### src/l3d_pkg.sv
// Shared types, constants and helpers for the 3D LUT color map unit.
// Used by every module of the block; depends on nothing.
package l3d_pkg;

    // Fixed field widths of the item formats.
    localparam int ENTRY_FRAC_BITS = 16;
    localparam int ENTRY_W         = ENTRY_FRAC_BITS + 1;
    localparam int IDX_W           = 13;
    localparam int SIZE_W          = 5;
    localparam int LUT_DIM_DEF     = 17;
    localparam int CORNERS         = 8;

    localparam logic [SIZE_W-1:0] LUT_SIZE_RESET = SIZE_W'(17);

    // Command codes.
    localparam logic CMD_WRITE = 1'b0;
    localparam logic CMD_PIXEL = 1'b1;

    typedef struct packed {
        logic               cmd;
        logic [IDX_W-1:0]   entry_index;
        logic [ENTRY_W-1:0] entry_red;
        logic [ENTRY_W-1:0] entry_green;
        logic [ENTRY_W-1:0] entry_blue;
        logic [7:0]         pix_red;
        logic [7:0]         pix_green;
        logic [7:0]         pix_blue;
        logic               frame_end;
    } in_item_t;

    typedef struct packed {
        logic [7:0] out_red;
        logic [7:0] out_green;
        logic [7:0] out_blue;
        logic       last_out;
    } out_item_t;

    // One table entry: three channel values.
    typedef struct packed {
        logic [ENTRY_W-1:0] red;
        logic [ENTRY_W-1:0] green;
        logic [ENTRY_W-1:0] blue;
    } entry_t;

    // Per-pixel control that rides along with the corner addresses.
    typedef struct packed {
        logic       pixel;
        logic       last;
        logic [7:0] fr_r;
        logic [7:0] fr_g;
        logic [7:0] fr_b;
    } ctl_t;

    // Selects one channel of an entry: 0 red, 1 green, 2 blue.
    function automatic logic [ENTRY_W-1:0] chan_sel(entry_t e, int ch);
        logic [ENTRY_W-1:0] v;
        case (ch)
            0:       v = e.red;
            1:       v = e.green;
            default: v = e.blue;
        endcase
        return v;
    endfunction

endpackage

### src/l3d_addr.sv
// Address pipeline of the 3D LUT unit: scales the pixel, finds the lattice
// cell and forms the eight corner addresses and the table write. Depends on l3d_pkg.
module l3d_addr #(
    parameter int LUT_DIM = l3d_pkg::LUT_DIM_DEF,
    parameter int SW      = $clog2(LUT_DIM + 1),
    parameter int AW      = $clog2(LUT_DIM * LUT_DIM * LUT_DIM)
) (
    input  logic                 clk,
    input  logic                 rst_n,
    input  logic                 adv,
    input  logic                 item_valid,
    input  l3d_pkg::in_item_t    item,
    input  logic [SW-1:0]        eff_size,
    output logic                 s3_valid,
    output l3d_pkg::ctl_t        s3_ctl,
    output logic [AW-1:0]        s3_addr [l3d_pkg::CORNERS],
    output logic                 s3_wr,
    output logic [AW-1:0]        s3_wr_addr,
    output l3d_pkg::entry_t      s3_wr_data
);
    import l3d_pkg::*;

    localparam int DEPTH   = LUT_DIM * LUT_DIM * LUT_DIM;
    localparam int COORD_W = (LUT_DIM > 2) ? $clog2(LUT_DIM) : 1;
    localparam int BGW     = $clog2(LUT_DIM * LUT_DIM);
    localparam int PW      = 8 + SW;

    logic                s1_valid_reg;
    in_item_t            s1_item_reg;
    logic [PW-1:0]       s1_pos_reg [3];

    logic                s2_valid_reg;
    in_item_t            s2_item_reg;
    logic [7:0]          s2_fr_reg [3];
    logic [COORD_W-1:0]  s2_r_reg [2];
    logic [BGW-1:0]      s2_bg_reg [4];

    logic                s3_valid_reg;
    ctl_t                s3_ctl_reg;
    logic [AW-1:0]       s3_addr_reg [CORNERS];
    logic                s3_wr_reg;
    logic [AW-1:0]       s3_wr_addr_reg;
    entry_t              s3_wr_data_reg;

    logic [SW-1:0]       size_m1;
    logic [7:0]          pix [3];
    logic [COORD_W-1:0]  lo [3];
    logic [COORD_W-1:0]  hi [3];

    // Stage 1: position on each axis is pixel times (size - 1).
    assign size_m1 = eff_size - SW'(1);
    assign pix[0]  = item.pix_red;
    assign pix[1]  = item.pix_green;
    assign pix[2]  = item.pix_blue;

    always_ff @(posedge clk or negedge rst_n)
    begin
        if (!rst_n)
        begin
            s1_valid_reg <= 1'b0;
        end
        else if (adv)
        begin
            s1_valid_reg <= item_valid;
        end
    end

    always_ff @(posedge clk)
    begin
        if (adv)
        begin
            s1_item_reg <= item;
            for (int a = 0; a < 3; a++)
            begin
                s1_pos_reg[a] <= PW'(pix[a]) * PW'(size_m1);
            end
        end
    end

    // Stage 2: lower and upper corners, and the blue/green part of the index.
    always_comb
    begin
        for (int a = 0; a < 3; a++)
        begin
            lo[a] = COORD_W'(s1_pos_reg[a] >> 8);
            hi[a] = (s1_pos_reg[a][7:0] != 8'd0) ? lo[a] + COORD_W'(1) : lo[a];
        end
    end

    always_ff @(posedge clk or negedge rst_n)
    begin
        if (!rst_n)
        begin
            s2_valid_reg <= 1'b0;
        end
        else if (adv)
        begin
            s2_valid_reg <= s1_valid_reg;
        end
    end

    always_ff @(posedge clk)
    begin
        if (adv)
        begin
            s2_item_reg <= s1_item_reg;
            for (int a = 0; a < 3; a++)
            begin
                s2_fr_reg[a] <= s1_pos_reg[a][7:0];
            end
            s2_r_reg[0] <= lo[0];
            s2_r_reg[1] <= hi[0];
            for (int k = 0; k < 2; k++)
            begin
                for (int j = 0; j < 2; j++)
                begin
                    s2_bg_reg[k*2+j] <= BGW'(BGW'(k != 0 ? hi[2] : lo[2]) * BGW'(eff_size))
                                        + BGW'(j != 0 ? hi[1] : lo[1]);
                end
            end
        end
    end

    // Stage 3: full corner addresses, and the decoded table write.
    always_ff @(posedge clk or negedge rst_n)
    begin
        if (!rst_n)
        begin
            s3_valid_reg <= 1'b0;
            s3_wr_reg    <= 1'b0;
        end
        else if (adv)
        begin
            s3_valid_reg <= s2_valid_reg;
            s3_wr_reg    <= s2_valid_reg && (s2_item_reg.cmd == CMD_WRITE)
                            && (32'(s2_item_reg.entry_index) < 32'(DEPTH));
        end
    end

    always_ff @(posedge clk)
    begin
        if (adv)
        begin
            s3_ctl_reg.pixel <= (s2_item_reg.cmd == CMD_PIXEL);
            s3_ctl_reg.last  <= s2_item_reg.frame_end;
            s3_ctl_reg.fr_r  <= s2_fr_reg[0];
            s3_ctl_reg.fr_g  <= s2_fr_reg[1];
            s3_ctl_reg.fr_b  <= s2_fr_reg[2];
            for (int c = 0; c < CORNERS; c++)
            begin
                s3_addr_reg[c] <= AW'(AW'(s2_bg_reg[c/2]) * AW'(eff_size))
                                  + AW'(s2_r_reg[c%2]);
            end
            s3_wr_addr_reg       <= AW'(s2_item_reg.entry_index);
            s3_wr_data_reg.red   <= s2_item_reg.entry_red;
            s3_wr_data_reg.green <= s2_item_reg.entry_green;
            s3_wr_data_reg.blue  <= s2_item_reg.entry_blue;
        end
    end

    assign s3_valid   = s3_valid_reg;
    assign s3_ctl     = s3_ctl_reg;
    assign s3_addr    = s3_addr_reg;
    assign s3_wr      = s3_wr_reg;
    assign s3_wr_addr = s3_wr_addr_reg;
    assign s3_wr_data = s3_wr_data_reg;

endmodule

### config.mk
export PLATFORM = sky130hd
export DESIGN_NAME = l3d_addr
export DESIGN_NICKNAME = d
export VERILOG_FILES = /design/src/l3d_pkg.sv /design/src/l3d_addr.sv
export SDC_FILE = /design/constraint.sdc
export NUM_CORES = 1
export LEC_CHECK = 0
export BUFFER_PORTS_ARGS = -buffer_cell sky130_fd_sc_hd__buf_4
export CAP_MARGIN = 20
export CORE_MARGIN = 1
export CORE_UTILIZATION = 40
export CTS_CLUSTER_SIZE = 10
export DETAILED_ROUTE_END_ITERATION = 16
export GPL_ROUTABILITY_DRIVEN = 0
export PLACE_DENSITY = 0.65
export REMOVE_ABC_BUFFERS = 1
export SLEW_MARGIN = 25
export SYNTH_ARGS = -nofsm -noshare
export SYNTH_HDL_FRONTEND = slang
export SYNTH_SLANG_ARGS = --single-unit
### constraint.sdc
create_clock -name clk -period 5.21 [get_ports clk]
set_clock_uncertainty 0.05 [all_clocks]
set_input_delay 0.521 -clock clk [delete_from_list [all_inputs] [get_ports clk]]
set_output_delay 0.521 -clock clk [all_outputs]
set_load 0.05 [all_outputs]
; ---- Word-level counts from Yosys, hierarchy flattened
; Memory sizes are Yosys's and may differ from the RTL's. A register that Yosys moved wholly into a read port is not among the register bits.
; Index checks and enable logic that the tools add are counted.
[totals]
word_cells = 71
n_memories = 4
register_bits = 306
output_inout_bits = 196
in_bits = 99
ram_bits = 109
[memory_table]
columns = memory, depth, word_bits, read_ports, rd_clocked_by_memory_dff, write_ports, line_no
row1 = s1_pos_reg, 3, 13, 3, 0, 3, l3d_addr.sv:30  ; logic [PW-1:0] s1_pos_reg [3];
row2 = s2_bg_reg, 4, 9, 4, 0, 4, l3d_addr.sv:36  ; logic [BGW-1:0] s2_bg_reg [4];
row3 = s2_fr_reg, 3, 8, 3, 3, 3, l3d_addr.sv:34  ; logic [7:0] s2_fr_reg [3];
row4 = s2_r_reg, 2, 5, 2, 0, 2, l3d_addr.sv:35  ; logic [COORD_W-1:0] s2_r_reg [2];
[op_classes]
n_addsub = 16
n_mul = 9
n_reduce_logical = 5
bitwise = 1
n_lt_le_gt_ge = 1
n_mux = 5
[op_table]
columns = op, count
row1 = $add 13x5->13, 8
row2 = $mul 9x5->13, 4
row3 = $mul 8x5->13, 3
row4 = $add 9x5->9, 4
row5 = $reduce_bool 8->1, 3
row6 = $mul 5x5->9, 2
row7 = $add 5x1->5 const B, 3
row8 = $mux 5, 3
row9 = $lt 13x13->1 const B, 1
row10 = $sub 5x1->5 const B, 1
row11 = $logic_and 1x1->1, 2
row12 = $mux 1, 2
row13 = $not 1->1, 1

; ---- Longest topological paths before layout
; Gate-level depths: netlist of the first run.
[logic_depth]
ltp_word = 4
mapped_depth = 21
depth_no_buf = 18

; ---- Worst setup path before layout of the first run
; Ideal clock, no wire load.
[synth_timing]
path_kind = input-to-reg
start = in eff_size[0]
end = mem s1_pos_reg[0][38] (netlist bit), data pin
setup_slack_ps = -187
setup_ps = 272
path_stages = 20
path_buffers = 3
t_arrival_ps = 5074
cell_sequence = clkbuf_1 inv_1 clkbuf_1 ha_1 nand2_1 xnor2_1 clkbuf_1 nand2_1 fa_1 fa_1 fa_1 inv_1 ha_1 a21o_1 a21oi_1 nor2b_1 o21a_1 o41ai_2 mux2i_1 o2111ai_1
[synth_lines]
columns = element, line_no
row1 = from (decl), l3d_addr.sv:13  ; input logic [SW-1:0] eff_size,
row2 = to (decl), l3d_addr.sv:30

==> flow_summary_export.csv, run 1 <==
group,metric,value,unit
status,status,"completed",
synth,postSynth.asyncResetShare,0.911,%
placement,io_buffers,294,
clocking,htreeDepth,2,
sta,grt_setup_unrepaired,"no",
cells_and_area,final_nets,3041,
critical_path,endpoint_kind,"flip-flop",
detailed_routing,dr.pass1.iters,5,
critical_path,rr_worst_depth,17,
clocking,clock_path_buffers,3,
clocking,cts_made_buffers,53,
detailed_routing,drc_errors,0,
critical_path,arrival,5080,ps
detailed_routing,num_vias,16900,
cells_and_area,multi_input_area,0.0132,sq mm
detailed_routing,vias_per_cell,4.93,
sta,worst_pin_slew,870,ps
grt,grt_pass1_vias,17400,
sta,fmax,208,MHz
sta,fin_crit,4800,ps
sta,period_share,92.1,%
sta,hold_viol,0,
grt,grt_max_degree,133,
detailed_routing,finalWirelength,56200,microns
die,die_w,264,microns
grt,grt_usage,16.0,%
cells_and_area,final_common_cell,"edfxtp_1",
synth,synth_area_leaders,"edfxtp_1 (48%), fa_1 (12%), ha_1 (11%)",
cells_and_area,final.fill_count,5920,
die,fp.dieH,264,microns
die,fp-row-count,95,
cells_and_area,final_layout_size_suffix_gt1_share,17.0,%
die,die_area,0.0697,sq mm
critical_path,timing_worst_setup_path_type,"reg2reg",
synth,synth_top_cell_by_area,"edfxtp_1",
critical_path,start_kind,"flip-flop",
clocking,cts_resized,0,
cells_and_area,n_antenna_cell,0,
clocking,cts_tree,"yes",
clocking,path_clk_slew,50,ps
die,start_util,40.6,%
clocking,clock_latency,600,ps
sta,tns,0,ps
min_path,hold-path-cell-count,1,
min_path,hp-class,"in2reg",
synth,yosysWarnings,0,
cells_and_area,seqCellArea,0.0132,sq mm
synth,synth_ff_type,"edfxtp_1",
sta,slew-limit-headroom,42.0,%
synth,synth_edf_count,435,
sta,hold_ws,46.7,ps
detailed_routing,wl_per_cell,16.4,microns
sta,final_max_slew_viol_count,0,
grt,grt_pass1_wl,89900,microns
critical_path,required,5490,ps
synth,syn-cell-area,0.0274,sq mm
detailed_routing,initialDrtViolationCount,915,
synth,yosysSeqAreaShare,48.0,%
die,coreArea,0.0675,sq mm
synth,ys_seq_elements,439,
critical_path,critPathMaxFanout,5,
die,ioPinCount,295,
clocking,cts_sinks,439,
job,maxCapViolations,0,
grt,antenna_found_initial,0,
placement,hpwl,42800,microns
synth,synth.distinct_cells,74,
synth,syn_area_per_cell,12.5,sq um
clocking,clock-root-buffer,"clkbuf_16",
cells_and_area,syn2layout_area_growth,18.6,%
cells_and_area,largest_reg_flops,104,
synth,syn_inst,2194,
sta,setup_viol,0,
cells_and_area,final_cell_mix,"edfxtp_1 (435), buf_4 (320), inv_1 (250)",
grt,grt_remaining_overflow,0,
synth,netlist.area_leader.share,47.6,%
detailed_routing,postRouteAntennaNets,0,
## per-stage QoR
step	util, %	instance area (sq um)	std cells	worst slack [ps]
3_3_place_gp	45.8	30900	3352	232
2_1_floorplan	-	27300	2152	-325
5_1_grt	48.2	32500	3433	122
4_1_cts	48.2	32500	3433	392
6_report	48.2	32500	3433	413
3_5_place_dp	45.8	30900	3352	120
## cell type report
| class | count | share of cell area [%] |
|---|---|---|
| timing repair buffer | 328 | 7.83 |
| inverter | 250 | 2.88 |
| clock inverter | 11 | 0.646 |
| clock buffer | 69 | 4.32 |
| multi-input combinational | 1463 | 40.5 |
| sequential | 439 | 40.5 |
| tap | 873 | 3.36 |
## repair_timing
| item | CTS | global route |
|---|---|---|
| hold buffers | 1 | 0 |
| setup buffers | 0 | 0 |
| endpoints found under the hold margin | 4 | 0 |
## synthesized netlist by cell type, drive strengths merged, types with 3 or more instances
library cell / count
nor3: 15
or3: 3
nand2: 159
o31a: 3
xnor2: 156
or4b: 3
nand2b: 14
clkbuf: 36
a21o: 30
buf: 6
and2: 192
a2111oi: 3
xor2: 54
ha: 245
or4: 7
nor2: 84
mux2i: 5
o21a: 25
edfxtp: 435
nor4: 11
nor2b: 65
o311ai: 4
dfrtp: 4
mux2: 6
nor3b: 6
nand3b: 3
inv: 250
nand3: 24
a21oi: 77
o21bai: 19
o41ai: 7
a211oi: 7
fa: 162
o31ai: 3
nand4: 14
o211ai: 10
o21ai: 24
## routing by layer
| layer | part of all wire, % | up-vias | track usage (%) |
|---|---|---|---|
| met2 | 49 | 384 | 27.9 |
| met3 | 6.0 | 76 | 3.38 |
| li1 | - | 8167 | - |
| met5 | 0 | - | 0 |
| met4 | 2.2 | 0 | 4.43 |
| met1 | 43 | 8297 | 20.1 |
## kinds of logic (layout without fill, tap and decap cells)
kind of cell / Yosys count / after routing / share of synthesized area (%)
flops: 439 / 439 / 48.0
fa+ha+maj: 407 / 407 / 23.0
mux: 11 / 11 / 0.429
buf+inv: 292 / 658 / 4.01
simple gates: 609 / 609 / 12.0
compound gates: 226 / 226 / 5.73
xor+xnor: 210 / 210 / 6.91
## worst max-delay path, cell delays in order, from the launching register on
cell and delay, ps:
edfxtp_1 400, nor4_2 360, buf_4 190, nand2_1 120
nand2_1 110, xnor2_1 140, nand2b_1 210, fa_1 570
fa_1 440, fa_1 490, inv_1 40, ha_1 310
xor2_1 190, ha_1 330, nor2b_1 140, o21a_1 160
nand3_1 100, xor2_1 180
## worst paths after layout
kind | from | endpoint | slack, ps
setup / recovery | s1_pos_reg[0][29] | s2_bg_reg[2][8] | 410
hold / removal | item[81] | s1_item_reg[81] | 50
setup reg to reg | s1_pos_reg[0][29] | s2_bg_reg[2][8] | 410
hold reg to reg | s1_item_reg[58] | s2_item_reg[58] | 360
max in group asynchronous | rst_n | s3_valid | 4790
min in group asynchronous | rst_n | s2_valid_reg | 220
Power of run 1 is left out: the tool's default activity adds up to more than one toggle a clock period on the data nets, which glitch-free logic cannot reach.
==> inputs of run 2 (changes only) <==
--- a/config.mk
+++ b/config.mk
@@ -8,11 +8,11 @@
 export BUFFER_PORTS_ARGS = -buffer_cell sky130_fd_sc_hd__buf_4
 export CAP_MARGIN = 20
 export CORE_MARGIN = 1
-export CORE_UTILIZATION = 40
+export CORE_UTILIZATION = 50
 export CTS_CLUSTER_SIZE = 10
 export DETAILED_ROUTE_END_ITERATION = 16
 export GPL_ROUTABILITY_DRIVEN = 0
-export PLACE_DENSITY = 0.65
+export PLACE_DENSITY = 0.77
 export REMOVE_ABC_BUFFERS = 1
 export SLEW_MARGIN = 25
 export SYNTH_ARGS = -nofsm -noshare
==> flow_summary_export.csv, run 2 (synthesized netlist as in run 1, its figures left out) <==
group,metric,value,unit
detailed_routing,wl_per_cell,17.1,microns
cells_and_area,final_cell_count_no_fill,3250,
cells_and_area,final.fill_count,4171,
sta,hold_viol,0,
die,ioPinCount,295,
critical_path,critPathMaxFanout,5,
detailed_routing,postRouteAntennaNets,0,
cells_and_area,post-route-util,59.6,%
sta,setup_viol,0,
sta,slew-limit-headroom,38.3,%
die,coreArea,0.0540,sq mm
grt,grt_max_degree,126,
sta,fin_crit,4840,ps
job,maxCapViolations,0,
placement,dpl_cell_area,0.0306,sq mm
clocking,htreeDepth,2,
clocking,clock_path_buffers,3,
critical_path,start_kind,"flip-flop",
critical_path,timing_worst_setup_path_type,"reg2reg",
clocking,cts_made_buffers,52,
clocking,cts_setup_buffers,0,
detailed_routing,vias_per_cell,5.22,
die,start_util,50.8,%
placement,hpwl,41900,microns
detailed_routing,dr.pass1.iters,5,
detailed_routing,finalWirelength,55400,microns
grt,grt_usage,20.2,%
cells_and_area,syn2layout_area_growth,17.3,%
sta,hold_ws,45.6,ps
cells_and_area,n_antenna_cell,0,
cells_and_area,final_layout_size_suffix_gt1_share,16.7,%
grt,grt_remaining_overflow,0,
placement,place_inst,3170,
die,die_area,0.0558,sq mm
clocking,clock_latency,600,ps
sta,worst_pin_slew,926,ps
detailed_routing,drc_errors,0,
critical_path,arrival,5120,ps
detailed_routing,num_vias,17000,
placement,io_buffers,294,
min_path,hp-class,"in2reg",
grt,grt_pass1_wl,90100,microns
detailed_routing,initialDrtViolationCount,888,
die,fp-row-count,85,
die,die_w,236,microns
grt,antenna_found_initial,1,
sta,fmax,207,MHz
status,status,"completed",
cells_and_area,final_nets,3035,
grt,grt_pass1_vias,17800,
sta,final_max_slew_viol_count,0,
sta,grt_setup_unrepaired,"no",
cells_and_area,largest_reg_flops,104,
critical_path,required,5490,ps
cells_and_area,final_common_cell,"edfxtp_1",
clocking,cts_tree,"yes",
cells_and_area,final_cell_mix,"edfxtp_1 (435), buf_4 (316), inv_1 (250)",
clocking,path_clk_slew,50,ps
critical_path,endpoint_kind,"flip-flop",
clocking,clock-root-buffer,"clkbuf_16",
die,fp.dieH,236,microns
sta,period_share,92.9,%
cells_and_area,fin_area,0.0322,sq mm
clocking,cts_sinks,439,
-- run 2: final timing paths --
path | from | end | slack (ps) | cells past startpoint
worst min-delay path | item[36] | s1_item_reg[36] | 50 | 1
min in group asynchronous | rst_n | s3_valid | 210 | 2
worst max-delay path | s1_pos_reg[0][33] | s2_bg_reg[2][8] | 370 | 16
max in group asynchronous | rst_n | s1_valid_reg | 4800 | 2
worst max register to register | s1_pos_reg[0][33] | s2_bg_reg[2][8] | 370 | 16
worst min register to register | s2_item_reg[35] | s3_wr_data[10] | 360 | 0
-- run 2: through the flow --
step	setup WS, ps	TNS [ps]
2_1_floorplan	-325	-1430
3_3_place_gp	255	0
3_5_place_dp	118	0
4_1_cts	295	0
5_1_grt	17.6	0
6_report	369	0
-- run 2: worst max-delay path, stage by stage, from the launching register on --
cell      delay, ps
edfxtp_1        400
nor4_2          450
nand2_1         210
nand2_1         140
xnor2_1         150
nand2b_1        210
fa_1            570
fa_1            440
fa_1            500
inv_1            40
ha_1            310
a21oi_1         230
o21bai_1         90
a21oi_1         170
xnor2_1         260
nand3_1         190
xor2_1          190
-- run 2: what timing repair did --
action,CTS,global route
hold buffers,1,0
hold endpoints to repair,4,0
gates resized for setup,0,0
-- run 2: cell type report --
class | count | area, sq um | share of cell area [%]
clock inverter | 9 | 174 | 0.540
multi-input combinational | 1463 | 13200 | 40.9
inverter | 250 | 938 | 2.91
timing repair buffer | 323 | 2500 | 7.76
sequential | 439 | 13200 | 40.9
clock buffer | 70 | 1380 | 4.28
tap | 696 | 871 | 2.70
-- run 2: routing by layer --
metal  wire length, microns  global-route usage [%]  vias to the layer above
met5                     20                       0                        -
met4                   1350                    6.16                        4
met3                   3130                    3.78                       90
met2                  27700                    36.2                      422
met1                  23200                    24.5                     8284
li1                       -                       -                     8165
Power of run 2 is left out for the same reason.
==> inputs of run 3 (changes only) <==
--- a/config.mk
+++ b/config.mk
@@ -8,11 +8,11 @@
 export BUFFER_PORTS_ARGS = -buffer_cell sky130_fd_sc_hd__buf_4
 export CAP_MARGIN = 20
 export CORE_MARGIN = 1
-export CORE_UTILIZATION = 50
+export CORE_UTILIZATION = 40
 export CTS_CLUSTER_SIZE = 10
 export DETAILED_ROUTE_END_ITERATION = 16
 export GPL_ROUTABILITY_DRIVEN = 0
-export PLACE_DENSITY = 0.77
+export PLACE_DENSITY = 0.65
 export REMOVE_ABC_BUFFERS = 1
 export SLEW_MARGIN = 25
 export SYNTH_ARGS = -nofsm -noshare
==> constraint.sdc (replaced) <==
create_clock -name clk -period 5.35 [get_ports clk]
set_clock_uncertainty 0.05 [all_clocks]
set_input_delay 0.535 -clock clk [delete_from_list [all_inputs] [get_ports clk]]
set_output_delay 0.535 -clock clk [all_outputs]
set_load 0.05 [all_outputs]
==> flow_summary_export.csv, run 3 (synthesized netlist as in run 1, its figures left out) <==
group,metric,value,unit
status,status,"completed",
detailed_routing,wl_per_cell,16.5,microns
cells_and_area,final_cell_mix,"edfxtp_1 (435), buf_4 (315), inv_1 (250)",
critical_path,required,5620,ps
detailed_routing,finalWirelength,56500,microns
grt,grt_pass1_wl,90600,microns
placement,hpwl,43100,microns
cells_and_area,final_nets,3033,
placement,io_buffers,294,
critical_path,r2r_slack,570,ps
clocking,cts_sinks,439,
grt,grt_max_degree,125,
cells_and_area,n_antenna_cell,0,
cells_and_area,final_layout_size_suffix_gt1_share,16.6,%
grt,grt_pass1_vias,17400,
clocking,clock_latency,600,ps
clocking,cts_resized,0,
cells_and_area,final_common_cell,"edfxtp_1",
detailed_routing,num_vias,16800,
placement,dpl_cell_area,0.0308,sq mm
critical_path,arrival,5050,ps
die,fp-row-count,95,
sta,setup_viol,0,
clocking,cts_tree,"yes",
grt,grt_usage,16.3,%
grt,antenna_found_initial,0,
die,fp.dieH,264,microns
sta,fin_crit,4780,ps
sta,grt_setup_unrepaired,"no",
clocking,path_clk_slew,60,ps
sta,period_share,89.3,%
sta,tns,0,ps
clocking,clock-root-buffer,"clkbuf_16",
job,maxCapViolations,0,
grt,grt_remaining_overflow,0,
clocking,clock_path_buffers,3,
clocking,htreeDepth,2,
sta,final_max_slew_viol_count,0,
critical_path,endpoint_kind,"flip-flop",
critical_path,timing_worst_setup_path_type,"reg2reg",
sta,slew-limit-headroom,33.7,%
die,ioPinCount,295,
critical_path,crit_start,"s1_pos_reg[0][33]",
die,die_w,264,microns
die,coreArea,0.0675,sq mm
min_path,min-delay-start,"item[52]",
detailed_routing,drc_errors,0,
critical_path,critPathMaxFanout,5,
clocking,cts_made_buffers,52,
detailed_routing,postRouteAntennaNets,0,
cells_and_area,syn2layout_area_growth,17.9,%
detailed_routing,initialDrtViolationCount,866,
detailed_routing,dr.pass1.iters,5,
cells_and_area,largest_reg_flops,104,
critical_path,r2r_start,"s1_pos_reg[0][33]",
die,start_util,40.6,%
cells_and_area,fin_area,0.0324,sq mm
sta,worst_pin_slew,995,ps
die,die_area,0.0697,sq mm
detailed_routing,vias_per_cell,4.90,
critical_path,start_kind,"flip-flop",
sta,fmax,209,MHz
sta,hold_viol,0,
min_path,hp-class,"in2reg",
## run 3: per-layer routing
layer | GRT usage [%] | wire length (microns) | up-vias | share of wire (%)
met2 | 28.4 | 27800 | 362 | 49
met5 | 0 | 0 | - | 0
met4 | 4.64 | 1310 | 0 | 2.3
met3 | 2.54 | 2680 | 64 | 4.7
li1 | - | - | 8147 | -
met1 | 20.7 | 24800 | 8220 | 44
## run 3: critical path, cell delays in order (launching register included)
cell	delay (ps)
edfxtp_1	390
nor4_2	450
nand2_1	210
mux2i_1	380
nand2b_1	190
fa_1	440
fa_1	470
fa_1	490
inv_1	40
ha_1	310
xor2_1	190
ha_1	330
nor2b_1	140
o21a_1	160
nand3_1	100
xor2_1	170
## run 3: worst paths after layout
path	endpoint	cells past startpoint
worst max-delay path	s2_bg_reg[2][8]	15
worst min-delay path	s1_item_reg[52]	1
worst max register to register	s2_bg_reg[2][8]	15
worst min register to register	s2_item_reg[79]	0
max in group asynchronous	s3_wr	2
min in group asynchronous	s3_valid	2
## run 3: final cells by class
type | instances | area, sq um
Fill cell | 6017 | 35200
Clock inverter | 10 | 135
Sequential cell | 439 | 13200
Multi-Input combinational cell | 1463 | 13200
Tap cell | 873 | 1090
Inverter | 250 | 938
Timing Repair Buffer | 321 | 2470
Clock buffer | 71 | 1380
## run 3: what timing repair did
item | in CTS | in global routing
endpoints found under the hold margin | 4 | 0
hold buffers | 1 | 0
setup buffers | 0 | 0
## run 3: stage by stage
stage	hold slack, ps	util (%)	worst slack, ps	std cells
after global placement	280	45.7	304	3345
after floorplan	189	-	-199	2152
final	59.6	47.9	571	3427
after detailed placement	282	45.7	160	3345
after global routing	26.4	47.9	316	3427
after CTS	14.9	47.9	491	3427
Power of run 3 is left out for the same reason.
